File: config.mk
export PLATFORM = sky130hd
export DESIGN_NAME = ffba_ram
export DESIGN_NICKNAME = d
export VERILOG_FILES = /design/src/ffba_ram.sv
export SDC_FILE = /design/constraint.sdc
export NUM_CORES = 1
export LEC_CHECK = 0
export BUFFER_PORTS_ARGS = -buffer_cell sky130_fd_sc_hd__buf_2
export CAP_MARGIN = 10
export CORE_ASPECT_RATIO = 1.4
export CORE_MARGIN = 3
export CORE_UTILIZATION = 65
export DETAILED_ROUTE_END_ITERATION = 6
export PLACE_DENSITY = 0.84
export SLEW_MARGIN = 5
export SYNTH_ARGS = -nofsm -noshare
export SYNTH_HDL_FRONTEND = slang
export SYNTH_SLANG_ARGS = --single-unit
File: constraint.sdc
create_clock -name clk -period 3.7 [get_ports clk]
set_input_delay 0.555 -clock clk [delete_from_list [all_inputs] [get_ports clk]]
set_output_delay 0.555 -clock clk [all_outputs]
set_load 0.005 [all_outputs]
File: src/ffba_ram.sv
// Generic simple dual-port RAM (one write port, one read port) with registered read.
// No dependencies.
`default_nettype none
module ffba_ram #(
  parameter int unsigned WIDTH = 8,
  parameter int unsigned DEPTH = 16
) (
  input  wire logic                     clk,
  input  wire logic                     we,
  input  wire logic [$clog2(DEPTH)-1:0] waddr,
  input  wire logic [WIDTH-1:0]         wdata,
  input  wire logic [$clog2(DEPTH)-1:0] raddr,
  output logic      [WIDTH-1:0]         rdata
);
  logic [WIDTH-1:0] mem [DEPTH];
  always_ff @(posedge clk) begin
    if (we) mem[waddr] <= wdata;
    rdata <= mem[raddr];
  end
endmodule
`default_nettype wire

==> impl_metrics.toml <==
[outcome]
status = "finished clean"

[cts]
cts_hold_buf = 0
cts_max_path_buffers = 2
cts_buffers = 17
clkTransAtPathRegs_ns = 0.06
cts-htree-levels = 4
cts_tree = "done"
post_cts_resized = 0
cts_num_sinks = 136
cts_setup_buffers = 0
ctsRootBufferMaster = "clkbuf_8"
clock_latency_ns = 0.52

[setup_path]
cp.arrival_ns = 2.29
required_ns = 4.11
cp-end-kind = "flop"
cp_max_fo = 19
path_class = "primary input to flop"
worstSetupStartpointType = "primary input"

[floorplanning]
ios = 26
die_y_um = 111
dieArea_sq_um = 9040
start_util = 0.682
die-width_um = 81.2
core.rowCount = 37
core-area_sq_um = 7550

[grt]
track_usage = 0.271
grt_pass1_wl_um = 16200
antenna_found_initial = 0
overflow = 0
grt_start_max_net_pins = 33
grt_pass1_vias = 2638

[sta]
period_share = 0.508
hold_violations = 0
finalSetupTns_ns = 0
timing.hold.ws_ns = 0.418
final_max_slew_viol_count = 0
setup_viol = 0
tightest_slew_ns = 1.14
relSlewSlack = 0.239
rsz0062_at_grt = "no"
period_minus_slack_ns = 1.88
fmax_ghz = 0.532
fin_skew_ns = 0.00597

[detailed_routing]
antenna_left = 0
vias = 2577
wl_um = 10800
viasPerCell = 6.84
dr.pass1.iters = 5
drcViolationCount = 0
wl_per_cell_um = 28.8
drt-initial-drc-count = 315

[logic_synthesis]
synth_seq_cells = 136
synthCells = 229
ys_types = 19
yosysSeqAreaShare = 0.778
synth_edf_count = 128
synthTopCellsByArea = "edfxtp_1 75%, mux4_2 7.9%, mux4_1 7.1%"
synthDominantCellAreaShare = 0.747
syn_avg_cell_area_sq_um = 22.5
synth_common_cells = "128 x edfxtp_1, 18 x mux4_2, 16 x a22oi_1"
syn_nets = 247
yosys.area.top_type = "edfxtp_1"
async_reset_ff_frac = 0
yosys_warnings = 0
syn_area_sq_um = 5150
ys.flop_type = "edfxtp_1"
synthMostInstantiatedCell = "edfxtp_1"

[placement]
place_congestion = 0.722
hpwl_um = 5990
portBuffers = 25

[finish]
diodes = 0
nNetsFinal = 285
syn_to_final_growth_pct = 15.7
drive_gt1_frac = 0.282

[flow_run]
maxCapViolCount = 0

[pwr]
p_per_area_nw_per_um2 = 604
peakVddDrop_mv = 0.433
leakage_uw = 0.00202

[hold_path]
hp-class = "primary input to flop"
-- layout by cell type, fill, tap and decap left out, types with 2 or more instances in the layout --
master     count
edfxtp_1     128
buf_2         25
mux4_2        18
a22oi_1       16
clkbuf_16     16
mux4_1        14
nor2_1        13
nand2_1        9
dfxtp_1        8
clkbuf_8       6
buf_4          4
bufinv_16      3
clkinv_2       3
nand3b_1       2
nor3_2         2
nand2b_1       2
nor3_1         2
clkbuf_1       2
-- routing by layer --
metal  vias to the layer above  routed length, um  global-route usage  share of wire
met3                        41                798              0.0805          0.074
met1                      1337               4030               0.361           0.37
met5                         -                  0                   0              0
met2                       152               5660               0.411           0.52
met4                         0                368               0.134          0.034
li1                       1047                  -                   -              -
-- critical path, stage by stage --
cell and delay (ns):
buf_2 0.49, buf_4 0.31, mux4_1 0.63, a22oi_1 0.22, nand2_1 0.07
-- where the power goes --
group / internal [uW] / switching [uW]
Clock: 1110 / 594
Combinational: 63.0 / 91.1
Sequential: 1720 / 12.4
Total: 2900 / 697
-- logic make-up after synthesis --
kind of cell           count (synthesis)  share of synthesized area
DFF                                  136                      0.778
and+or+nand+nor                       35                     0.0318
muxes                                 32                      0.150
AOI/OAI and AO/OA                     16                     0.0233
buffers and inverters                 10                     0.0168
-- metrics by stage --
stage | total power (uW) | worst slack (ns) | utilization | cells | instance area, sq um
2_1_floorplan | 1850 | 1.65 | - | 229 | 5150
3_3_place_gp | 1910 | 1.33 | 0.709 | 345 | 5350
3_5_place_dp | 1920 | 1.29 | 0.709 | 345 | 5350
4_1_cts | 3610 | 1.81 | 0.789 | 377 | 5950
5_1_grt | 3690 | 1.71 | 0.789 | 377 | 5950
6_report | 3590 | 1.82 | 0.789 | 377 | 5950
-- layout make-up --
| type | instances | area [sq um] |
|---|---|---|
| timing repair buffer | 29 | 155 |
| clock inverter | 8 | 116 |
| tap | 97 | 121 |
| multi-input combinational | 83 | 1070 |
| clock buffer | 24 | 490 |
| fill | 366 | 1590 |
| sequential | 136 | 4000 |
-- path summary, 6_finish.rpt --
kind | startpoint | end | slack (ns) | cells after the start
worst max-delay path | raddr[0] | rdata[1] | 1.82 | 5
worst min-delay path | wdata[7] | mem[11][7] | 0.42 | 1
worst max register to register | mem[1][5] | rdata[5] | 2.30 | 3
worst min register to register | mem[14][4] | rdata[4] | 0.68 | 3
-- sequential cells by signal, summed over array words and instances (netlist names) --
signal,count
mem,128
rdata,8
Note: power is estimated with default switching activity, not from simulation.
